**src/sv/mkd_pkg.sv**
```systemverilog
// ============================================================================
// mkd_pkg
// Shared types and constants for the matrix keypad debouncer.
// ============================================================================
package mkd_pkg;

    // Key slots carried by one scan beat (fixed by the sample field width)
    localparam int KEY_SLOTS   = 16;
    localparam int KEY_IDX_W   = 4;
    localparam int CNT_W       = 8;

    localparam int DEF_ROWS    = 4;
    localparam int DEF_COLS    = 4;

    localparam logic [CNT_W-1:0] DEBOUNCE_RESET = 8'd5;

    // Register map: register index taken from paddr[2]
    localparam logic REG_DEBOUNCE = 1'b0;

    // Per-lane control, common to all lanes
    typedef struct packed {
        logic             accept;   // scan beat taken this cycle
        logic [CNT_W-1:0] thr;      // effective threshold, never zero
    } lane_ctrl_t;

    // One result beat
    typedef struct packed {
        logic                 query_pressed;
        logic [KEY_SLOTS-1:0] pressed_keys;
    } result_t;

endpackage

```
**src/sv/mkd_lane.sv**
```systemverilog
// ============================================================================
// mkd_lane
// Debounce core for one key: debounced state plus disagreement counter.
// ============================================================================
module mkd_lane (
    input  logic                 aclk,
    input  logic                 aresetn,
    input  mkd_pkg::lane_ctrl_t  ctrl,
    input  logic                 sample,
    output logic                 pressed_next,   // state after this beat
    output logic                 pressed
);

    logic                       pressed_reg;
    logic [mkd_pkg::CNT_W-1:0]  count_reg;
    logic [mkd_pkg::CNT_W-1:0]  count_next;
    logic [mkd_pkg::CNT_W:0]    count_inc;

    assign count_inc = {1'b0, count_reg} + {{mkd_pkg::CNT_W{1'b0}}, 1'b1};

    always_comb begin
        pressed_next = pressed_reg;
        count_next   = count_reg;
        if (sample == pressed_reg) begin
            count_next = '0;
        end else if (count_inc >= {1'b0, ctrl.thr}) begin
            pressed_next = ~pressed_reg;
            count_next   = '0;
        end else begin
            count_next = count_inc[mkd_pkg::CNT_W-1:0];
        end
    end

    always_ff @(posedge aclk) begin
        if (!aresetn) begin
            pressed_reg <= 1'b0;
            count_reg   <= '0;
        end else if (ctrl.accept) begin
            pressed_reg <= pressed_next;
            count_reg   <= count_next;
        end
    end

    assign pressed = pressed_reg;

    // counter clears on reaching the threshold, which is at most 255
    a_count_below_max: assert property (@(posedge aclk) disable iff (!aresetn)
        count_reg != {mkd_pkg::CNT_W{1'b1}})
        else $error("sample counter reached all ones");

    a_hold_when_idle: assert property (@(posedge aclk) disable iff (!aresetn)
        !ctrl.accept |=> $stable(pressed_reg) && $stable(count_reg))
        else $error("key state moved without a scan beat");

endmodule

```
**src/sv/mkd_merge.sv**
```systemverilog
// ============================================================================
// mkd_merge
// Collects lane states into the result beat; output register plus skid.
// ============================================================================
module mkd_merge (
    input  logic                                  aclk,
    input  logic                                  aresetn,
    input  logic                                  accept,
    input  logic [mkd_pkg::KEY_SLOTS-1:0]         pressed_next,
    input  logic [mkd_pkg::KEY_IDX_W-1:0]         query_key,
    output logic                                  in_ready,
    output logic                                  out_valid,
    input  logic                                  out_ready,
    output mkd_pkg::result_t                      out_data
);

    mkd_pkg::result_t new_res;
    mkd_pkg::result_t out_data_reg;
    mkd_pkg::result_t skid_data_reg;
    logic             out_valid_reg;
    logic             skid_valid_reg;
    logic             pop;

    // slots outside the matrix are tied low, so a query there reads 0
    assign new_res.pressed_keys  = pressed_next;
    assign new_res.query_pressed = pressed_next[query_key];

    assign pop      = out_valid_reg && out_ready;
    assign in_ready = ~skid_valid_reg;

    always_ff @(posedge aclk) begin
        if (!aresetn) begin
            out_valid_reg  <= 1'b0;
            skid_valid_reg <= 1'b0;
        end else if (skid_valid_reg) begin
            if (pop) begin
                out_valid_reg  <= 1'b1;
                skid_valid_reg <= 1'b0;
            end
        end else if (accept) begin
            if (!out_valid_reg || pop) begin
                out_valid_reg <= 1'b1;
            end else begin
                skid_valid_reg <= 1'b1;
            end
        end else if (pop) begin
            out_valid_reg <= 1'b0;
        end
    end

    always_ff @(posedge aclk) begin
        if (skid_valid_reg) begin
            if (pop) begin
                out_data_reg <= skid_data_reg;
            end
        end else if (accept) begin
            if (!out_valid_reg || pop) begin
                out_data_reg <= new_res;
            end else begin
                skid_data_reg <= new_res;
            end
        end
    end

    assign out_valid = out_valid_reg;
    assign out_data  = out_data_reg;

    a_skid_implies_out: assert property (@(posedge aclk) disable iff (!aresetn)
        skid_valid_reg |-> out_valid_reg)
        else $error("skid holds a beat while output is empty");

    a_accept_lands: assert property (@(posedge aclk) disable iff (!aresetn)
        accept |=> out_valid_reg)
        else $error("accepted beat not presented");

    a_no_accept_when_full: assert property (@(posedge aclk) disable iff (!aresetn)
        skid_valid_reg |-> !accept)
        else $error("beat accepted with skid full");

endmodule

```
**src/sv/matrix_keypad_debouncer.sv**
```systemverilog
// ============================================================================
// matrix_keypad_debouncer
// Counter-based debouncer for a ROWS x COLS key matrix, all keys in parallel.
// ============================================================================
// Usage:
//   s_ channel: one beat per scan tick, raw contact level of every key
//     (bit row*COLS+col, 1 = closed) and the index of a key to report.
//   m_ channel: one beat per scan beat, the debounced pressed bitmap after
//     the update and the state of the queried key.
//   APB port: register 0 (byte address 0) is debounce_samples, the number
//     of consecutive disagreeing samples before a key toggles; 0 acts as 1.
//     Write only while the block is idle.
// Result path: the result is registered in the output stage before it appears on m_.
// Throughput: one beat per cycle while s_tready is high; every key has its own lane, so the whole
//   matrix updates in the accepting cycle.
// Stall: a two-entry output stage (register plus skid) keeps s_tready high
//   while one result waits; s_tready drops only when both entries are full.
// Reset (aresetn low, synchronous): all keys released, counters zero,
//   threshold back to 5, output stage empty.
// Keys beyond min(ROWS*COLS, 16) have no lane and always read released.
// ============================================================================
module matrix_keypad_debouncer #(
    parameter int ROWS = mkd_pkg::DEF_ROWS,
    parameter int COLS = mkd_pkg::DEF_COLS
) (
    input  logic        aclk,
    input  logic        aresetn,
    // APB configuration
    input  logic        psel,
    input  logic        penable,
    input  logic        pwrite,
    input  logic [2:0]  paddr,
    input  logic [31:0] pwdata,
    output logic [31:0] prdata,
    output logic        pready,
    // scan beats
    input  logic        s_tvalid,
    output logic        s_tready,
    input  logic [23:0] s_tdata,    // [15:0] key_samples, [19:16] query_key, rest 0
    // result beats
    output logic        m_tvalid,
    input  logic        m_tready,
    output logic [23:0] m_tdata     // [15:0] pressed_keys, [16] query_pressed, rest 0
);

    localparam int MATRIX_KEYS = ROWS * COLS;
    localparam int ACTIVE_KEYS = (MATRIX_KEYS > mkd_pkg::KEY_SLOTS) ?
                                 mkd_pkg::KEY_SLOTS : MATRIX_KEYS;

    logic [mkd_pkg::CNT_W-1:0]      debounce_reg;
    logic                           cfg_write;
    logic                           accept;
    mkd_pkg::lane_ctrl_t            lane_ctrl;
    logic [mkd_pkg::KEY_SLOTS-1:0]  key_samples;
    logic [mkd_pkg::KEY_IDX_W-1:0]  query_key;
    logic [mkd_pkg::KEY_SLOTS-1:0]  pressed_next;
    logic [mkd_pkg::KEY_SLOTS-1:0]  pressed_now;
    mkd_pkg::result_t               result;

    // ---------------- configuration register ----------------
    assign pready    = 1'b1;
    assign cfg_write = psel && penable && pwrite && (paddr[2] == mkd_pkg::REG_DEBOUNCE);

    always_ff @(posedge aclk) begin
        if (!aresetn) begin
            debounce_reg <= mkd_pkg::DEBOUNCE_RESET;
        end else if (cfg_write) begin
            debounce_reg <= pwdata[mkd_pkg::CNT_W-1:0];
        end
    end

    assign prdata = (paddr[2] == mkd_pkg::REG_DEBOUNCE) ?
                    {{(32-mkd_pkg::CNT_W){1'b0}}, debounce_reg} : 32'd0;

    // ---------------- scan beat fan-out ----------------
    assign key_samples = s_tdata[15:0];
    assign query_key   = s_tdata[19:16];
    assign accept      = s_tvalid && s_tready;

    assign lane_ctrl.accept = accept;
    // zero threshold behaves as one
    assign lane_ctrl.thr    = (debounce_reg == '0) ?
                              {{(mkd_pkg::CNT_W-1){1'b0}}, 1'b1} : debounce_reg;

    // one lane per key in the matrix; spare slots stay released
    for (genvar k = 0; k < mkd_pkg::KEY_SLOTS; k++) begin : g_lane
        if (k < ACTIVE_KEYS) begin : g_key
            mkd_lane u_lane (
                .aclk         (aclk),
                .aresetn      (aresetn),
                .ctrl         (lane_ctrl),
                .sample       (key_samples[k]),
                .pressed_next (pressed_next[k]),
                .pressed      (pressed_now[k])
            );
        end else begin : g_spare
            assign pressed_next[k] = 1'b0;
            assign pressed_now[k]  = 1'b0;
        end
    end

    // ---------------- merge and output stage ----------------
    mkd_merge u_merge (
        .aclk         (aclk),
        .aresetn      (aresetn),
        .accept       (accept),
        .pressed_next (pressed_next),
        .query_key    (query_key),
        .in_ready     (s_tready),
        .out_valid    (m_tvalid),
        .out_ready    (m_tready),
        .out_data     (result)
    );

    assign m_tdata = {7'd0, result.query_pressed, result.pressed_keys};

    // latched states only move on an accepted scan beat
    a_state_held: assert property (@(posedge aclk) disable iff (!aresetn)
        !accept |=> $stable(pressed_now))
        else $error("debounced bitmap changed without a scan beat");

    // the presented bitmap matches the lanes in the cycle after an accept that finds the output free
    a_result_tracks: assert property (@(posedge aclk) disable iff (!aresetn)
        (accept && (!m_tvalid || m_tready)) |=> (result.pressed_keys == pressed_now))
        else $error("result bitmap differs from lane state");

    // threshold never reaches the lanes as zero
    a_thr_nonzero: assert property (@(posedge aclk) disable iff (!aresetn)
        lane_ctrl.thr != '0)
        else $error("zero debounce threshold");

endmodule

```
**config.mk**
```make
export PLATFORM = sky130hd
export DESIGN_NAME = matrix_keypad_debouncer
export DESIGN_NICKNAME = d
export VERILOG_FILES = /design/src/sv/mkd_pkg.sv /design/src/sv/mkd_lane.sv /design/src/sv/mkd_merge.sv /design/src/sv/matrix_keypad_debouncer.sv
export SDC_FILE = /design/constraint.sdc
export NUM_CORES = 1
export LEC_CHECK = 0
export BUFFER_PORTS_ARGS = -buffer_cell sky130_fd_sc_hd__buf_2
export CORE_MARGIN = 4
export CORE_UTILIZATION = 40
export CTS_CLUSTER_SIZE = 20
export DETAILED_ROUTE_END_ITERATION = 6
export PLACE_DENSITY = 0.68
export SETUP_SLACK_MARGIN = 0.05
export SLEW_MARGIN = 20
export SYNTH_ARGS = -nofsm -noshare
export SYNTH_HDL_FRONTEND = slang
export SYNTH_SLANG_ARGS = --single-unit
export TNS_END_PERCENT = 1
```
**constraint.sdc**
```tcl
create_clock -name aclk -period 3.7 [get_ports aclk]
set_input_delay 0.555 -clock aclk [delete_from_list [all_inputs] [get_ports aclk]]
set_output_delay 0.555 -clock aclk [all_outputs]
set_load 0.05 [all_outputs]
```
==> results.md, run 1 <==
* Max-slew violation count at 0
* Power density cells at 347.1 nW/um2
* Syn avg cell area at 8.950 um2
* Htree depth at 4
* RSZ-0062 raised after global routing: true
* Worst path required time at 3.89 ns
* Initial antenna violation count at 1
* Main combinational cell family by area after synthesis: simple AND/OR/NAND/NOR gates
* Post-synth ARST share at 0%
* Final setup skew at 0.01045 ns
* Final setup viols at 0
* Top-area cell type share of the netlist area at 23.55%
* Aggregate routed wire length at 31610 um
* Post-synth top area cell: dfxtp_1
* Max reg flops at 128
* Ports at 125
* Cell leakage power at 6.083 nW
* Area share of fa/ha/maj cells after synthesis at 12.62%
* Placeable Area at 31960 um2
* Area of the mapped netlist at 13090 um2
* Wire per inst at 16.10 um
* CTS tree: yes
* Simple-gate share of the synthesized area at 22.23%
* Hold Crit Class: input pin to flip-flop
* Slew Limit Headroom at 31.20%
* Synth top area cells: dfxtp_1 24%, ha_1 12%, edfxtp_1 7.8%
* Layout cells sized above 1 at 12.49%
* Vias in the first global route at 10210
* TritonCTS Sinks at 188
* RD Place Congestion at 0.8709
* Largest net degree at the start of global routing at 86
* 1st-pass router iterations at 5
* Number of distinct library cells after synthesis at 90
* Maximum VDD drop at 0.3280 mV
* Antenna viol nets, final at 0
* Min cycle time layout at 3.450 ns
* IO Port Bufs at 62
* CTS buffer count at 17
* Number of flops mapped to enable cells by yosys at 34
* Mapped Cells at 1463
* Period utilization at 93.25%
* Initial DRC Count at 504
* Clk root buf: clkbuf_16
* Max-cap violations at 0
* Post-synth top flop: dfxtp_1
* N_diodes at 0
* Via count at 10660
* Worst-path clk slew at 0.08 ns
* Mux share of post-synthesis cell area at 3.411%
* Detail Placement HPWL at 22440 um
* Peak fanout along the critical path at 5
* Full die area at 35690 um2
* Total track usage at 17.45%
* Compound-Gate Fraction of Synth Area at 17.66%
* Die width at 188.9 um
* Total power at 5.040 mW
* Final Hold Viols at 0
* Flops & latches, synth at 188
* Status: finished, final reports clean
* Crit path kind: flip-flop to flip-flop
* Crit path capture type: flip-flop
* First-pass GRT wire length at 51580 um
* P&R area growth vs syn at 10.88%
* Fmax achieved at 289.8 MHz
* Worst-Margin Slew at 1.032 ns
* Grt ovf at 0
* Startpoint types: flip-flop
* Sequential element share of the synthesized area at 31.34%
* Clock latency at the later pin of the worst-skew pair at 0.45 ns
* Initial Utilization at 40.97%
* Fin Setup TNS at 0 ns
* Die H at 188.9 um
* Cell Rows at 65
* Post-Synth XOR/XNOR Area at 8.170%
* Residual DRC at 0
* CTS Hold Bufs at 0
* Fin nets at 1710
* Critical Path AT at 3.64 ns
* Clock Path Buffers at 2
* Yosys warns at 0
* Via/cell ratio at 5.425
cell usage after synthesis, types with 4 or more instances:
master,n
buf_2,4
maj3_1,4
buf_6,5
o311ai_0,4
a21boi_1,5
o21ai_0,86
xnor2_1,56
and2_1,24
o211ai_1,7
a211oi_1,7
mux2i_1,15
a21oi_1,63
nand2_1,102
nor3_1,13
edfxtp_1,34
nand4_1,10
nand3_1,51
a21o_1,11
a31oi_1,7
and3_1,47
or3_1,8
a22oi_1,48
nor3b_1,33
inv_1,27
nor4_1,6
mux2_2,25
nor2b_1,95
xor2_1,57
o211a_1,5
nand3b_1,21
a21boi_0,30
o21a_1,8
dfxtp_1,154
buf_4,32
o31ai_1,13
nor2_1,80
ha_1,128
nand2b_1,12
nor3_2,6
clkbuf_1,42
cells in the final DEF (no fill, tap or decap), types with 18 or more instances in the layout:
| master | n |
|---|---|
| dfxtp_1 | 154 |
| ha_1 | 126 |
| nand2_1 | 101 |
| nor2b_1 | 94 |
| o21ai_0 | 86 |
| nor2_1 | 78 |
| a21oi_1 | 62 |
| buf_2 | 61 |
| xor2_1 | 57 |
| xnor2_1 | 54 |
| nand3_1 | 51 |
| a22oi_1 | 48 |
| and3_1 | 46 |
| edfxtp_1 | 34 |
| nor3b_1 | 33 |
| conb_1 | 32 |
| a21boi_0 | 30 |
| inv_1 | 27 |
| mux2_2 | 25 |
| buf_4 | 25 |
| and2_1 | 24 |
| nand3b_1 | 21 |
| clkbuf_16 | 18 |
per-stage QoR:
step                      hold slack, ns  cell area [um2]  setup slack, ns  util, %  instances
final                             0.3334            14520           0.2496    45.43       1964
after global routing              0.3457            14520         0.004150    45.43       1964
after CTS                         0.3164            14460           0.1080    45.23       1962
after detailed placement          0.4580            13840           0.1378    43.31       1930
after global placement            0.4551            13840           0.1396    43.31       1930
after floorplan                   0.4435            13210           0.5181        -       1493
repair_timing:
| action | 4_1_cts | 5_1_grt |
|---|---|---|
| gates resized for setup | 0 | 12 |
| setup endpoints to repair | 0 | 6 |
| setup buffers | 0 | 2 |
metal layers:
layer / routed length [um] / GRT usage, %
met5: 9 / 0
met4: 605 / 5.017
met2: 15540 / 30.94
met3: 1010 / 2.507
met1: 14450 / 22.11
cell families (layout without fill, tap and decap cells):
kind of cell,after synthesis,in the layout
AO/OA/AOI/OAI,340,340
XOR/XNOR,117,117
adder cells (fa/ha/maj),133,133
buffers and inverters,114,150
flip-flops,188,188
multiplexers,41,41
other,2,32
AND/OR/NAND/NOR,528,528
path summary, 6_finish.rpt:
path	start	to	slack, ns	cells after the start
max	g_lane[2].g_key.u_lane.count_reg[2]	u_merge.out_data[16]	0.25	13
min	pwdata[0]	debounce_reg[0]	0.33	3
max reg2reg	g_lane[2].g_key.u_lane.count_reg[2]	u_merge.out_data[16]	0.25	13
min reg2reg	debounce_reg[1]	debounce_reg[1]	0.47	2
power breakdown:
part	internal, mW	switching, mW	total (mW)
Sequential	2.16	0.0486	2.21
Clock	0.980	0.933	1.91
Combinational	0.320	0.600	0.921
layout make-up:
cell class | count | area (um2)
clock buffers | 18 | 450.4
clock inverters | 14 | 165.2
fillers | 3028 | 17440
inverters | 28 | 105.1
multi-input cells | 1191 | 8577
flip-flops and latches | 188 | 4104
well taps | 435 | 544.3
repair buffers | 90 | 573.1
critical path, stage by stage (launching register included):
cell and delay [ns]:
dfxtp_1 0.41, and3_1 0.22, and3_1 0.26, nand3_1 0.16
xnor2_2 0.18, ha_1 0.30, and3_1 0.19, nor2b_1 0.13
or4_1 0.42, o211ai_1 0.18, o221ai_1 0.15, a311o_1 0.37
o311ai_1 0.09, o311ai_1 0.14
Note: power is estimated with default switching activity, not from simulation.
==> inputs of run 2 (changes only) <==
- clock period: 3.7 -> 3.5 ns (I/O delays scaled with it)
==> run 2 against run 1 <==
Effect of this change:
- fmax is essentially flat
- worst setup slack worse by 0.20 ns
- register-to-register slack worse by 0.20 ns
- combinational power is 8.5% higher
- non-clock buffer count increased by 22
- sequential power up 5%
- global-route usage is 0.19 points higher
- wire length rose by 0.92%
- critical path type unchanged
- largest power group unchanged
==> results.md, run 2 (synthesis gave the netlist of run 1 again) <==
* Crit path kind: flip-flop to flip-flop
* First-pass GRT wire length at 52210 um (+1.2%)
* Detail Placement HPWL at 22650 um (+0.93%)
* Initial Utilization at 40.97% (unchanged)
* Most Crowded Layer GR: met2
* Status: finished, final reports clean
* Placed Cells at 1949 (+0.98%)
* Fmax achieved at 289.8 MHz (about the same)
* Total track usage at 17.64% (+0.19 points)
* Filler instances at 3052 (+0.79%)
* Commonest non-fill, non-tap cell in the layout: dfxtp_1
* Die H at 188.9 um (unchanged)
* Setup slack, reg-to-reg at 0.05 ns (-0.20 ns)
* RD Place Congestion at 0.8490 (-2.5%)
* Place WS at -0.04178 ns (-0.1796 ns)
* Clock Path Buffers at 2 (unchanged)
* TritonCTS Sinks at 188 (unchanged)
* Period utilization at 98.60% (+5.3 points)
* RSZ-0062 raised after global routing: true
* Ports at 125 (unchanged)
* Max reg flops at 128 (unchanged)
* Initial antenna violation count at 1 (unchanged)
* Min cycle time layout at 3.451 ns (+0.0005461 ns)
* Final setup skew at 0.01273 ns (+0.002278 ns)
* Worst-path clk slew at 0.08 ns (about the same)
* Htree depth at 4 (unchanged)
* Full die area at 35690 um2 (unchanged)
* Vias in the first global route at 10420 (+2.1%)
* Met3 GRT Util at 2.729% (+0.22 points)
* Worst-Margin Slew at 0.9541 ns (-0.07795 ns)
* CTS Hold Bufs at 0 (unchanged)
* Worst path required time at 3.69 ns (-0.20 ns)
* M1 GR Usage at 22.29% (+0.18 points)
* Aggregate routed wire length at 31900 um (+0.92%)
* Via/cell ratio at 5.415 (-0.19%)
* Max-slew violation count at 0 (unchanged)
* Via count at 10770 (+1.0%)
* Layout cells sized above 1 at 14.51% (+2.0 points)
* Hold Crit Class: input pin to flip-flop
* Die width at 188.9 um (unchanged)
* Crit path capture type: flip-flop
* Final Hold Viols at 0 (unchanged)
* IO Port Bufs at 62 (unchanged)
* Placeable Area at 31960 um2 (unchanged)
* Maximum VDD drop at 0.3184 mV (-2.9%)
* Fin nets at 1732 (+1.3%)
* Cell Rows at 65 (unchanged)
* Antenna viol nets, final at 0 (unchanged)
* Residual DRC at 0 (unchanged)
* Slew Limit Headroom at 36.39% (+5.2 points)
* Initial DRC Count at 487 (-3.4%)
* Final hold slack at 0.2853 ns (-0.04809 ns)
* Peak fanout along the critical path at 4 (-1)
* Most frequent cells in the layout: 151 x dfxtp_1, 124 x ha_1, 101 x nand2_1
* Critical Path AT at 3.64 ns (about the same)
* 1st-pass router iterations at 5 (unchanged)
* M2 GR Usage at 31.00% (+0.055 points)
* Cell leakage power at 6.168 nW (+1.4%)
* Largest net degree at the start of global routing at 68 (-21%)
* Clk root buf: clkbuf_16
* Final setup viols at 0 (unchanged)
* Max-cap violations at 0 (unchanged)
* Startpoint types: flip-flop
* CTS tree: yes
* Wire per inst at 16.05 um (-0.29%)
* Clock latency at the later pin of the worst-skew pair at 0.45 ns (about the same)
* Final worst slack at 0.04907 ns (-0.2005 ns)
* P&R area growth vs syn at 12.25%
* Final cell count without fillers at 1988 (+1.2%)
* Power density cells at 357.6 nW/um2 (+3.0%)
* CTS buffer count at 17 (unchanged)
* Grt ovf at 0 (unchanged)
[run 2: cell count changes in the layout (fill, tap and decap cells not counted), moves of 2 or more]
cell     change
buf_4       +22
dfxtp_1      -3
dfxtp_2      +3
diode_2      +2
ha_1         -2
ha_2         +2
inv_6        +4
inv_8        -2
nand3_1      -2
nand3_2      +2
nor2_1       -2
nor2_2       +2
[run 2: per-stage QoR]
step                TNS [ns]  cell area, um2  power (mW)  utilization (%)
floorplan                  0           13210       3.122                -
global placement    -0.02280           13980       3.345            43.75
detailed placement  -0.05436           13980       3.367            43.75
CTS                        0           14590       5.304            45.64
global route         -0.1022           14700       5.503            45.98
finish                     0           14700       5.256            45.99
[run 2: final timing paths]
kind / depth (start not counted) / from / end
max: 12 / g_lane[6].g_key.u_lane.count_reg[0] / u_merge.skid_data_reg[16]
min: 3 / pwdata[0] / debounce_reg[0]
max reg2reg: 12 / g_lane[6].g_key.u_lane.count_reg[0] / u_merge.skid_data_reg[16]
min reg2reg: 2 / debounce_reg[3] / debounce_reg[3]
[run 2: cell type report]
cell class / instances / area, um2 / share of cell area [%]
Multi-Input combinational cell: 1191 / 8618 / 58.64
Sequential cell: 188 / 4108 / 27.95
Timing Repair Buffer: 112 / 738.2 / 5.023
Tap cell: 435 / 544.3 / 3.703
Clock buffer: 18 / 429.2 / 2.920
Clock inverter: 14 / 150.1 / 1.022
Inverter: 28 / 105.1 / 0.7151
Antenna cell: 2 / 5.005 / 0.03405
[run 2: timing repair]
| action | in CTS | in global routing |
|---|---|---|
| resized for setup | 2 | 25 |
| setup buffers | 2 | 3 |
| pin swaps | 2 | 3 |
| endpoints found under the setup margin | 2 | 28 |
[run 2: metal layers]
metal | routed length (um) | vias to the layer above
met5 | 0 | -
met4 | 689 | 0
met3 | 1071 | 43
li1 | - | 5411
met1 | 14500 | 5145
met2 | 15640 | 166
[run 2: report_power, final]
group / switching (mW) / internal [mW] / total (mW)
logic: 0.641 / 0.358 / 0.999
clock network: 0.966 / 0.958 / 1.92
registers: 0.0511 / 2.28 / 2.33
[run 2: worst max-delay path, cell delays in order, from the launching register on]
cell       delay [ns]
dfxtp_1          0.39
ha_1             0.25
nand3_1          0.14
xnor2_1          0.26
ha_1             0.31
a211o_1          0.30
a21oi_1          0.17
and3_1           0.18
o211ai_1         0.20
mux2i_2          0.33
o221ai_1         0.20
or3_1            0.35
o2bb2ai_1        0.13
